**config.mk**
```make
export PLATFORM = sky130hd
export DESIGN_NAME = four_key_press_classifier_core
export DESIGN_NICKNAME = d
export VERILOG_FILES = /design/src/rtl/fkpc_pkg.sv /design/src/rtl/fkpc_release_key.sv /design/src/rtl/fkpc_repeat_key.sv /design/src/rtl/four_key_press_classifier_core.sv
export SDC_FILE = /design/constraint.sdc
export NUM_CORES = 1
export LEC_CHECK = 0
export BUFFER_PORTS_ARGS = -buffer_cell sky130_fd_sc_hd__buf_2
export CORE_MARGIN = 1
export CORE_UTILIZATION = 30
export DETAILED_ROUTE_END_ITERATION = 8
export GPL_ROUTABILITY_DRIVEN = 0
export GPL_TIMING_DRIVEN = 1
export PLACE_DENSITY = 0.51
export SLEW_MARGIN = 30
export SYNTH_ARGS = -nofsm -noshare
export SYNTH_HDL_FRONTEND = slang
export SYNTH_SLANG_ARGS = --single-unit
```
**constraint.sdc**
```tcl
create_clock -name i_clk -period 4.4 [get_ports i_clk]
set_clock_uncertainty 0.15 [all_clocks]
set_input_delay 0.22 -clock i_clk [delete_from_list [all_inputs] [get_ports i_clk]]
set_output_delay 0.22 -clock i_clk [all_outputs]
set_load 0.01 [all_outputs]
```
**src/rtl/fkpc_pkg.sv**
```systemverilog
package fkpc_pkg;

    localparam int CFG_W      = 16;
    localparam int CFG_ADDR_W = 2;
    localparam int EVENT_W    = 4;

    typedef enum logic [CFG_ADDR_W-1:0] {
        CFG_DEBOUNCE        = 2'd0,
        CFG_LONG_PRESS      = 2'd1,
        CFG_REPEAT_START    = 2'd2,
        CFG_REPEAT_INTERVAL = 2'd3
    } t_cfg_addr;

    localparam logic [CFG_W-1:0] RST_DEBOUNCE        = 16'd10;
    localparam logic [CFG_W-1:0] RST_LONG_PRESS      = 16'd100;
    localparam logic [CFG_W-1:0] RST_REPEAT_START    = 16'd100;
    localparam logic [CFG_W-1:0] RST_REPEAT_INTERVAL = 16'd20;

    typedef enum logic [EVENT_W-1:0] {
        EV_NONE       = 4'd0,
        EV_ONE_SHORT  = 4'd1,
        EV_ONE_LONG   = 4'd2,
        EV_TWO_SHORT  = 4'd3,
        EV_TWO_LONG   = 4'd4,
        EV_THREE_PRESS  = 4'd5,
        EV_THREE_REPEAT = 4'd6,
        EV_FOUR_PRESS   = 4'd7,
        EV_FOUR_REPEAT  = 4'd8
    } t_key_event;

    typedef struct packed {
        logic [CFG_W-1:0] debounce;
        logic [CFG_W-1:0] long_press;
        logic [CFG_W-1:0] repeat_start;
        logic [CFG_W-1:0] repeat_interval;
    } t_cfg;

    typedef struct packed {
        logic short_hit;
        logic long_hit;
    } t_release_evt;

    typedef struct packed {
        logic press_hit;
        logic repeat_hit;
    } t_repeat_evt;

endpackage

```
**src/rtl/fkpc_release_key.sv**
```systemverilog
module fkpc_release_key #(
    parameter int COUNT_WIDTH = 16
) (
    input  logic                  i_clk,
    input  logic                  i_rst_n,
    input  logic                  i_en,
    input  logic                  i_level,
    input  fkpc_pkg::t_cfg        i_cfg,
    output fkpc_pkg::t_release_evt o_evt
);
    import fkpc_pkg::*;

    localparam int CMP_W = (COUNT_WIDTH > CFG_W) ? COUNT_WIDTH : CFG_W;

    logic [COUNT_WIDTH-1:0] r_hold, n_hold, hold_inc;
    logic                   r_locked, n_locked;
    logic                   r_short, n_short;
    logic                   r_long, n_long;
    logic [CMP_W-1:0]       inc_ext, db_ext, lp_ext;

    assign hold_inc = (r_hold == {COUNT_WIDTH{1'b1}}) ? r_hold : r_hold + 1'b1;
    assign inc_ext  = CMP_W'(hold_inc);
    assign db_ext   = CMP_W'(i_cfg.debounce);
    assign lp_ext   = CMP_W'(i_cfg.long_press);

    // events only fire on release
    assign o_evt.short_hit = i_level && r_short;
    assign o_evt.long_hit  = i_level && r_long;

    always_comb begin
        n_hold   = r_hold;
        n_locked = r_locked;
        n_short  = r_short;
        n_long   = r_long;
        priority if (i_level) begin
            n_locked = 1'b0;
            n_hold   = '0;
            n_short  = 1'b0;
            n_long   = 1'b0;
        end else if (!r_locked) begin
            n_hold = hold_inc;
            if (inc_ext > db_ext) begin
                n_hold   = '0;
                n_short  = 1'b1;
                n_long   = 1'b0;
                n_locked = 1'b1;
            end
        end else begin
            n_hold = hold_inc;
            if (inc_ext > lp_ext) begin
                n_short = 1'b0;
                n_long  = 1'b1;
            end
        end
    end

    always_ff @(posedge i_clk) begin
        if (!i_rst_n) begin
            r_hold   <= '0;
            r_locked <= 1'b0;
            r_short  <= 1'b0;
            r_long   <= 1'b0;
        end else if (i_en) begin
            r_hold   <= n_hold;
            r_locked <= n_locked;
            r_short  <= n_short;
            r_long   <= n_long;
        end
    end

endmodule

```
**src/rtl/fkpc_repeat_key.sv**
```systemverilog
module fkpc_repeat_key #(
    parameter int COUNT_WIDTH = 16
) (
    input  logic                 i_clk,
    input  logic                 i_rst_n,
    input  logic                 i_en,
    input  logic                 i_level,
    input  fkpc_pkg::t_cfg       i_cfg,
    output fkpc_pkg::t_repeat_evt o_evt
);
    import fkpc_pkg::*;

    localparam int CMP_W = (COUNT_WIDTH > CFG_W) ? COUNT_WIDTH : CFG_W;

    logic [COUNT_WIDTH-1:0] r_hold, n_hold, hold_inc;
    logic [COUNT_WIDTH-1:0] r_gap, n_gap, gap_inc;
    logic                   r_locked, n_locked;
    logic [CMP_W-1:0]       hold_ext, inc_ext, gap_ext;
    logic                   press_hit, repeat_hit;

    assign hold_inc = (r_hold == {COUNT_WIDTH{1'b1}}) ? r_hold : r_hold + 1'b1;
    assign gap_inc  = (r_gap == {COUNT_WIDTH{1'b1}}) ? r_gap : r_gap + 1'b1;
    assign hold_ext = CMP_W'(r_hold);
    assign inc_ext  = CMP_W'(hold_inc);
    assign gap_ext  = CMP_W'(gap_inc);

    always_comb begin
        n_hold     = r_hold;
        n_gap      = r_gap;
        n_locked   = r_locked;
        press_hit  = 1'b0;
        repeat_hit = 1'b0;
        // gap counter survives a release
        priority if (i_level) begin
            n_locked = 1'b0;
            n_hold   = '0;
        end else if (!r_locked) begin
            n_hold = hold_inc;
            if (inc_ext > CMP_W'(i_cfg.debounce)) begin
                n_hold    = '0;
                n_locked  = 1'b1;
                press_hit = 1'b1;
            end
        end else if (hold_ext < CMP_W'(i_cfg.repeat_start)) begin
            n_hold = hold_inc;
        end else begin
            n_gap = gap_inc;
            if (gap_ext > CMP_W'(i_cfg.repeat_interval)) begin
                n_gap      = '0;
                repeat_hit = 1'b1;
            end
        end
    end

    assign o_evt.press_hit  = press_hit;
    assign o_evt.repeat_hit = repeat_hit;

    always_ff @(posedge i_clk) begin
        if (!i_rst_n) begin
            r_hold   <= '0;
            r_gap    <= '0;
            r_locked <= 1'b0;
        end else if (i_en) begin
            r_hold   <= n_hold;
            r_gap    <= n_gap;
            r_locked <= n_locked;
        end
    end

endmodule

```
**src/rtl/four_key_press_classifier_core.sv**
```systemverilog
// four-key scan classifier: debounce, short/long press and auto-repeat
//
// input channel: i_in_valid / o_in_ready with four active-low key levels,
// one transaction per scan tick. output channel: o_out_valid / i_out_ready
// with one 4-bit event code per tick (0 when nothing happened).
// keys one and two report short or long on release; keys three and four
// report a press once debounced, then repeat events while held.
// configuration: i_cfg_we, i_cfg_addr, i_cfg_wdata, written while idle.
//
// the event of a tick lands in the output register in the cycle after the
// input transaction. throughput: one tick per cycle while the receiver keeps
// up; the key state updates and the compares are combinational between the
// input and the output register, and o_in_ready stays high whenever the output
// register is empty or being emptied in the same cycle.
// stall: while the receiver holds i_out_ready low with a result waiting,
// o_in_ready drops and the key state is frozen.
// reset: counters, lock and pending flags clear, thresholds return to
// 10 / 100 / 100 / 20 ticks, the output register empties.
module four_key_press_classifier_core #(
    parameter int COUNT_WIDTH = 16
) (
    input  logic                            i_clk,
    input  logic                            i_rst_n,
    input  logic                            i_cfg_we,
    input  logic [fkpc_pkg::CFG_ADDR_W-1:0] i_cfg_addr,
    input  logic [fkpc_pkg::CFG_W-1:0]      i_cfg_wdata,
    input  logic                            i_in_valid,
    output logic                            o_in_ready,
    input  logic                            i_key_one_level,
    input  logic                            i_key_two_level,
    input  logic                            i_key_three_level,
    input  logic                            i_key_four_level,
    output logic                            o_out_valid,
    input  logic                            i_out_ready,
    output logic [fkpc_pkg::EVENT_W-1:0]    o_key_event
);
    import fkpc_pkg::*;

    t_cfg           r_cfg;
    logic           r_out_valid;
    t_key_event     r_event, n_event;
    logic           accept;
    t_release_evt   evt_one, evt_two;
    t_repeat_evt    evt_three, evt_four;

    assign o_in_ready = !r_out_valid || i_out_ready;
    assign accept     = i_in_valid && o_in_ready;

    always_ff @(posedge i_clk) begin
        if (!i_rst_n) begin
            r_cfg.debounce        <= RST_DEBOUNCE;
            r_cfg.long_press      <= RST_LONG_PRESS;
            r_cfg.repeat_start    <= RST_REPEAT_START;
            r_cfg.repeat_interval <= RST_REPEAT_INTERVAL;
        end else if (i_cfg_we) begin
            unique case (t_cfg_addr'(i_cfg_addr))
                CFG_DEBOUNCE:        r_cfg.debounce        <= i_cfg_wdata;
                CFG_LONG_PRESS:      r_cfg.long_press      <= i_cfg_wdata;
                CFG_REPEAT_START:    r_cfg.repeat_start    <= i_cfg_wdata;
                CFG_REPEAT_INTERVAL: r_cfg.repeat_interval <= i_cfg_wdata;
                default: ;
            endcase
        end
    end

    fkpc_release_key #(.COUNT_WIDTH(COUNT_WIDTH)) u_key_one (
        .i_clk   (i_clk),
        .i_rst_n (i_rst_n),
        .i_en    (accept),
        .i_level (i_key_one_level),
        .i_cfg   (r_cfg),
        .o_evt   (evt_one)
    );

    fkpc_release_key #(.COUNT_WIDTH(COUNT_WIDTH)) u_key_two (
        .i_clk   (i_clk),
        .i_rst_n (i_rst_n),
        .i_en    (accept),
        .i_level (i_key_two_level),
        .i_cfg   (r_cfg),
        .o_evt   (evt_two)
    );

    fkpc_repeat_key #(.COUNT_WIDTH(COUNT_WIDTH)) u_key_three (
        .i_clk   (i_clk),
        .i_rst_n (i_rst_n),
        .i_en    (accept),
        .i_level (i_key_three_level),
        .i_cfg   (r_cfg),
        .o_evt   (evt_three)
    );

    fkpc_repeat_key #(.COUNT_WIDTH(COUNT_WIDTH)) u_key_four (
        .i_clk   (i_clk),
        .i_rst_n (i_rst_n),
        .i_en    (accept),
        .i_level (i_key_four_level),
        .i_cfg   (r_cfg),
        .o_evt   (evt_four)
    );

    // higher-numbered key wins
    always_comb begin
        priority if (evt_four.repeat_hit) begin
            n_event = EV_FOUR_REPEAT;
        end else if (evt_four.press_hit) begin
            n_event = EV_FOUR_PRESS;
        end else if (evt_three.repeat_hit) begin
            n_event = EV_THREE_REPEAT;
        end else if (evt_three.press_hit) begin
            n_event = EV_THREE_PRESS;
        end else if (evt_two.long_hit) begin
            n_event = EV_TWO_LONG;
        end else if (evt_two.short_hit) begin
            n_event = EV_TWO_SHORT;
        end else if (evt_one.long_hit) begin
            n_event = EV_ONE_LONG;
        end else if (evt_one.short_hit) begin
            n_event = EV_ONE_SHORT;
        end else begin
            n_event = EV_NONE;
        end
    end

    always_ff @(posedge i_clk) begin
        if (!i_rst_n) begin
            r_out_valid <= 1'b0;
        end else if (accept) begin
            r_out_valid <= 1'b1;
        end else if (i_out_ready) begin
            r_out_valid <= 1'b0;
        end
    end

    always_ff @(posedge i_clk) begin
        if (accept) begin
            r_event <= n_event;
        end
    end

    assign o_out_valid = r_out_valid;
    assign o_key_event = r_event;

    a_full_blocks_input: assert property (@(posedge i_clk) disable iff (!i_rst_n)
        (r_out_valid && !i_out_ready) |-> !o_in_ready)
        else $error("input taken while result is stalled");

    a_accept_fills_output: assert property (@(posedge i_clk) disable iff (!i_rst_n)
        accept |=> o_out_valid)
        else $error("accepted tick produced no result");

    a_reset_empties_output: assert property (@(posedge i_clk)
        !i_rst_n |=> !o_out_valid)
        else $error("output valid after reset");

    a_event_in_range: assert property (@(posedge i_clk) disable iff (!i_rst_n)
        o_out_valid |-> (o_key_event <= EV_FOUR_REPEAT))
        else $error("event code out of range");

endmodule

```
Word-level counts from Yosys, hierarchy flattened
Index checks and enable logic that the tools add are counted.

Register bits: 173. Input bits: 27. Word-level logic and storage cells: 145.

Add/subtract/negate cells: 6. Magnitude comparators: 10. Equal/unequal tests: 13. Multiplexer cells: 71. Bitwise logic cells: 4. Reductions and logical operators: 21.

Operator list (count): $mux W16 (22); $gt A16 B16 Y1 (8); $add A16 B1 Y16 const B (6); $eq A16 B16 Y1 const B (6); $mux W1 (43); $lt A16 B16 Y1 (2); $mux W3 (4); $ne A3 B3 Y1 const B (4); $reduce_and A2 Y1 (6); $reduce_and A4 Y1 (2); $reduce_and A3 Y1 (2); $reduce_bool A3 Y1 (2); $logic_and A1 B1 Y1 (5); $eq A2 B2 Y1 const B (2); $mux W2 (2); $not A1 Y1 (4); $eq A2 B1 Y1 const B (1); $logic_not A2 Y1 (1); $reduce_bool A2 Y1 (1); $logic_not A1 Y1 (1); $logic_or A1 B1 Y1 (1).

Logic depth before layout (Yosys ltp)
Depth in word-level cells: 9. Mapped depth: 17. Depth with buffers taken out: 15.

By module
From an unflattened synthesis, not the netlist that was laid out.

Cells, all modules: 1703. Area total of the unflattened synthesis: 13444.1 um^2.

Modules (own cells, without submodules): fkpc_repeat_key (u_key_three) (instances 1, cells each 476, area an instance 3552.2 um^2); fkpc_repeat_key (u_key_four) (instances 1, cells each 428, area an instance 3363.2 um^2); four_key_press_classifier_core (instances 1, cells each 252, area an instance 2367.3 um^2); fkpc_release_key (u_key_two) (instances 1, cells each 277, area an instance 2095.8 um^2); fkpc_release_key (u_key_one) (instances 1, cells each 270, area an instance 2065.7 um^2).

Worst setup path before layout
No wires, ideal clock.

Kind: reg-to-reg. Start point: register u_key_three.r_hold[3] (netlist: u_key_three.hold_ext[3]). End point: register u_key_three.r_hold[3] (netlist: u_key_three.hold_ext[3]). Library setup time: 0.074 ns. Arrival time: 3.668 ns. Required time: 4.176 ns. Path slack: 0.508 ns. Cell stages (with the launch flop): 18. Buffers on the path: 4. Clock period less this slack: 3.892 ns. Path through: dfxtp_1 > buf_2 > nand4_2 > or3_1 > buf_6 > or3_1 > buf_2 > nand2_1 > xnor2_1 > ha_1 > nand4_1 > nor2_1 > a221oi_1 > a31oi_1 > or2_1 > clkbuf_1 > or4_1 > a31oi_1.

Cells in the longest elaborated chain, start to end: 6. Elaborated cells on any way between the ends: 11. Those cells by class: add/sub (1); order compare (2); eq/ne (2); mux (5); reduce/logical (1).

RTL lines: start, declared (RTL line fkpc_repeat_key.sv:15) `logic [COUNT_WIDTH-1:0] r_hold, n_hold, hold_inc;`; start signal, assigned (RTL line fkpc_repeat_key.sv:64) `r_hold <= n_hold;`; $add A16 B1 Y16 or $eq A16 B16 Y1 (tied branches) (RTL line fkpc_repeat_key.sv:21) `assign hold_inc = (r_hold == {COUNT_WIDTH{1'b1}}) ? r_hold : r_hold + 1'b1;`; $mux W16 (RTL line fkpc_repeat_key.sv:21); $gt A16 B16 Y1 (RTL line fkpc_repeat_key.sv:39) `if (inc_ext > CMP_W'(i_cfg.debounce)) begin`; $mux W16 (RTL line fkpc_repeat_key.sv:39); $mux W16 (RTL line fkpc_repeat_key.sv:37) `end else if (!r_locked) begin`; $mux W16 (RTL line fkpc_repeat_key.sv:34) `priority if (i_level) begin`.

Parallel ways exist; a longest one is shown, timed or not. The select of a mux whose other input is x is not followed. A chain may end at the register's enable or synchronous reset.

Worst setup path after layout
Start point: register u_key_three.r_hold[5] (netlist: u_key_three.hold_ext[5]). End point: register r_event[1] (netlist: o_key_event[1]) (data pin).

Cells in the longest elaborated chain, start to end: 9. Elaborated cells on any way between the ends: 14. Those cells by class: add/sub (1); order compare (2); eq/ne (1); mux (10).

RTL lines: $add A16 B1 Y16 or $eq A16 B16 Y1 (tied branches) (RTL line fkpc_repeat_key.sv:21); $mux W16 (RTL line fkpc_repeat_key.sv:21); $gt A16 B16 Y1 (RTL line fkpc_repeat_key.sv:39); $mux W1 (RTL line fkpc_repeat_key.sv:39); $mux W1 (RTL line fkpc_repeat_key.sv:37); $mux W1 (RTL line fkpc_repeat_key.sv:34); $mux W3 (RTL line four_key_press_classifier_core.sv:110) `end else if (evt_three.press_hit) begin`; $mux W3 * (RTL line four_key_press_classifier_core.sv:108) `end else if (evt_three.repeat_hit) begin`; $mux W3 * (RTL line four_key_press_classifier_core.sv:106) `end else if (evt_four.press_hit) begin`; end signal, assigned (RTL line four_key_press_classifier_core.sv:137) `r_event <= n_event;`; end, declared (RTL line four_key_press_classifier_core.sv:41) `t_key_event r_event, n_event;`.

Every way passes the cells marked *; elsewhere a longest branch is shown, timed or not.

==> flow_summary.ini <==
[floorplanning]
initial_utilization_pct = 30.4
pin_count = 33
die_y_um = 206
die_area_um2 = 42300
die_w_um = 206
core_um2 = 40900
rows = 74

[yosys]
synth.ff_latch_count = 173
syn_area_per_cell_um2 = 7.91
synthArstFlopShare_pct = 0
yosys_warnings = 0
synth_seq_area_share_pct = 28.1
ys_types = 83
synth_top_cell_area_share_pct = 27.2
synthesis.area_um2 = 12500
syn_nets = 1766
synth_area_leaders = dfxtp_1 27%, ha_1 16%, nand2_1 7.5%, a21oi_1 6.6%, xnor2_1 3.0%
syn-instance-count = 1575
synth_top_cell_by_area = dfxtp_1
synth_edf_count = 4
synth_ff_type = dfxtp_1

[power]
p_per_area_nw_per_um2 = 254
leakage_nw = 5.97
pwr-share-clk_pct = 44.6
ir_worst_vdd_mv = 0.264
p_int_mw = 2.57
pwr-share-comb_pct = 11.2
switching_share_pct = 29.8
p_seq_share_pct = 44.2
p_switching_mw = 1.09

[global_route]
grt_antenna_before_repair = 0
grt_max_degree = 82
grt_pass1_vias = 11200
track_usage_pct = 19.3
grt_pass1_wl_um = 62100
gr-total-overflow = 0

[critical_path]
cp-start-kind = flip-flop
required_ps = 4440
path_common_cell = or3_1
cp_cell_sequence = nand4_2, or3_1, o31ai_4, nor3_1, xor2_1, ha_1, nand4_1, or3_1, a21o_1, a31oi_2, nor2b_2, buf_4, a221o_1, a21oi_1
cp-end-kind = flip-flop
crit_path_top_delay_cell = or3_1
slowest_delay_ps = 500
criticalPathCategory = flip-flop to flip-flop
critPathArrivalTime_ps = 4230
path_max_fanout = 8

[cts]
cts_buffer_depth = 2
htreeDepth = 4
path_clk_slew_ps = 80
cts_sinks = 173
cts-root-buf = clkbuf_16
cts_buffers = 17
worstSkewPairLatency_ps = 450
cts_tree = done

[sta]
report.final.slew_viol_count = 0
min_period_ps = 4190
hold_viol = 0
fmax_mhz = 239
finalSetupViolCount = 0
fin_crit_sh_pct = 95.1
tightest_slew_ps = 827
worst_hold_slack_ps = 87.8
slew_headroom_pct = 44.5

[route]
wl_per_cell_um = 18.3
drt_iter0_drc = 774
drt-total-wl_um = 40100
ant_nets = 0
dr.pass1.iters = 5
drc = 0
vias_per_cell = 5.41
vias = 11800

[finish]
drive_above_1_share_pct = 10.7
area_delta_synth_final_pct = 15.7
final_util_pct = 35.2
num-fill-cells = 4356
num_antenna_cells = 0
final_nets = 1834

[hold_path]
min-delay-path-class = primary input to flip-flop

[place]
dp_hpwl_um = 30000
io_buffers = 32

[job]
timing.max_cap.violations = 0

[status]
outcome = complete, no violations
==> state kept, by name, summed over array words and instances (netlist names), 4 cells and up <==
signal,count
o_key_event,4
u_key_three.hold_ext,16
r_cfg,64
u_key_two.r_hold,16
u_key_one.r_hold,16
u_key_three.r_gap,16
u_key_four.r_gap,16
u_key_four.hold_ext,16
==> logic make-up (layout without fill, tap and decap cells) <==
| family | count (synthesis) | in the layout | share of synthesized area [%] |
|---|---|---|---|
| fa+ha+maj | 164 | 164 | 16.5 |
| xor+xnor | 62 | 62 | 4.36 |
| mux | 12 | 12 | 1.09 |
| simple gates | 616 | 616 | 24.3 |
| flops | 173 | 173 | 28.1 |
| compound gates | 400 | 400 | 21.0 |
| buf+inv | 148 | 229 | 4.66 |
==> synth_stat cells (all sizes together) (6+ instances only) <==
master and number:
or3 13, o31ai 8, a22o 29, a21o 22, nand3 60, nand2b 14, buf 16, nor2 95
and3 21, and2 6, nor3b 7, or4 6, a31o 7, a31oi 28, xor2 19, nand4 57
nand2 249, a21oi 164, nor3 22, o21ai 39, ha 164, dfxtp 169, and4 11, mux2 9
a22oi 10, o21a 13, clkbuf 48, a211oi 12, xnor2 43, or2 12, inv 84, nor4 12
nor2b 17, o211ai 19
==> worst paths after layout <==
kind	startpoint	to	slack, ps	depth (start not counted)
worst max-delay path	u_key_three.hold_ext[5]$_SDFFE_PN0P_	o_key_event[1]$_SDFFCE_PP0P_	210	14
worst min-delay path	i_cfg_addr[0]	r_cfg[60]$_SDFFE_PN0P_	90	4
worst max register to register	u_key_three.hold_ext[5]$_SDFFE_PN0P_	o_key_event[1]$_SDFFCE_PP0P_	210	14
worst min register to register	r_cfg[1]$_SDFFE_PN0P_	r_cfg[1]$_SDFFE_PN0P_	310	2
==> critical path: cells and delay by family, from the launching register on <==
| family | cells | cell delay (ps) |
|---|---|---|
| AOI/OAI and AO/OA | 5 | 1050 |
| DFF | 1 | 440 |
| and+or+nand+nor | 6 | 1660 |
| adders and majority gates | 1 | 290 |
| buffers and inverters | 1 | 170 |
| xor gates and xnor gates | 1 | 170 |
==> what timing repair did <==
action / in CTS / in global routing
setup buffers: 0 / 4
hold buffers: 22 / 0
hold endpoints to repair: 71 / 0
gates resized for setup: 0 / 15
endpoints found under the setup margin: 0 / 49
==> cell type report <==
cell class / count / area (um^2) / area share, %
Multi-Input combinational cell: 1254 / 8460 / 58.8
Sequential cell: 173 / 3500 / 24.3
Timing Repair Buffer: 113 / 836 / 5.80
Tap cell: 532 / 666 / 4.62
Clock buffer: 17 / 425 / 2.95
Inverter: 84 / 317 / 2.20
Clock inverter: 15 / 193 / 1.34
==> layer usage <==
metal | global-route usage [%] | vias to the layer above | part of all wire, %
met5 | 0 | - | 0
met4 | 7.91 | 0 | 3.1
met3 | 2.77 | 62 | 4.8
met2 | 30.7 | 298 | 45
met1 | 25.9 | 5617 | 47
li1 | - | 5870 | -
==> per-stage QoR <==
step           cells  power (mW)  worst slack (ps)  TNS [ps]  cell area [um^2]
4_1_cts         2184        3.68              64.7         0             14300
2_1_floorplan   1575        1.89               508         0             12500
5_1_grt         2188        3.80             -1.67     -1.69             14400
3_5_place_dp    2130        2.04              96.3         0             13500
3_3_place_gp    2130        2.04              55.4         0             13400
6_report        2188        3.66               214         0             14400
==> cell usage in the layout (no fill, tap or decap), types with 17 or more instances in the layout <==
master and instances:
a22o_1 29, dlygate4sd3_1 22, o21ai_0 36, xnor2_1 43, buf_4 58, nand3_1 59, nand2_1 249, a31oi_1 27
dfxtp_1 169, a21oi_1 161, ha_1 164, a21o_1 22, o211ai_1 19, clkbuf_16 17, xor2_1 19, nor3_1 20
and3_1 21, buf_2 32, inv_1 83, nand4_1 56, nor2_1 91
==> power by group through the flow <==
stage	Sequential [mW]	Clock, mW	Combinational, mW
5_1_grt	1.62	1.73	0.451
6_report	1.62	1.63	0.408
3_5_place_dp	1.65	0	0.388
4_1_cts	1.62	1.66	0.405
3_3_place_gp	1.65	0	0.381
2_1_floorplan	1.65	0	0.242
(Power assumes the default switching activity.)
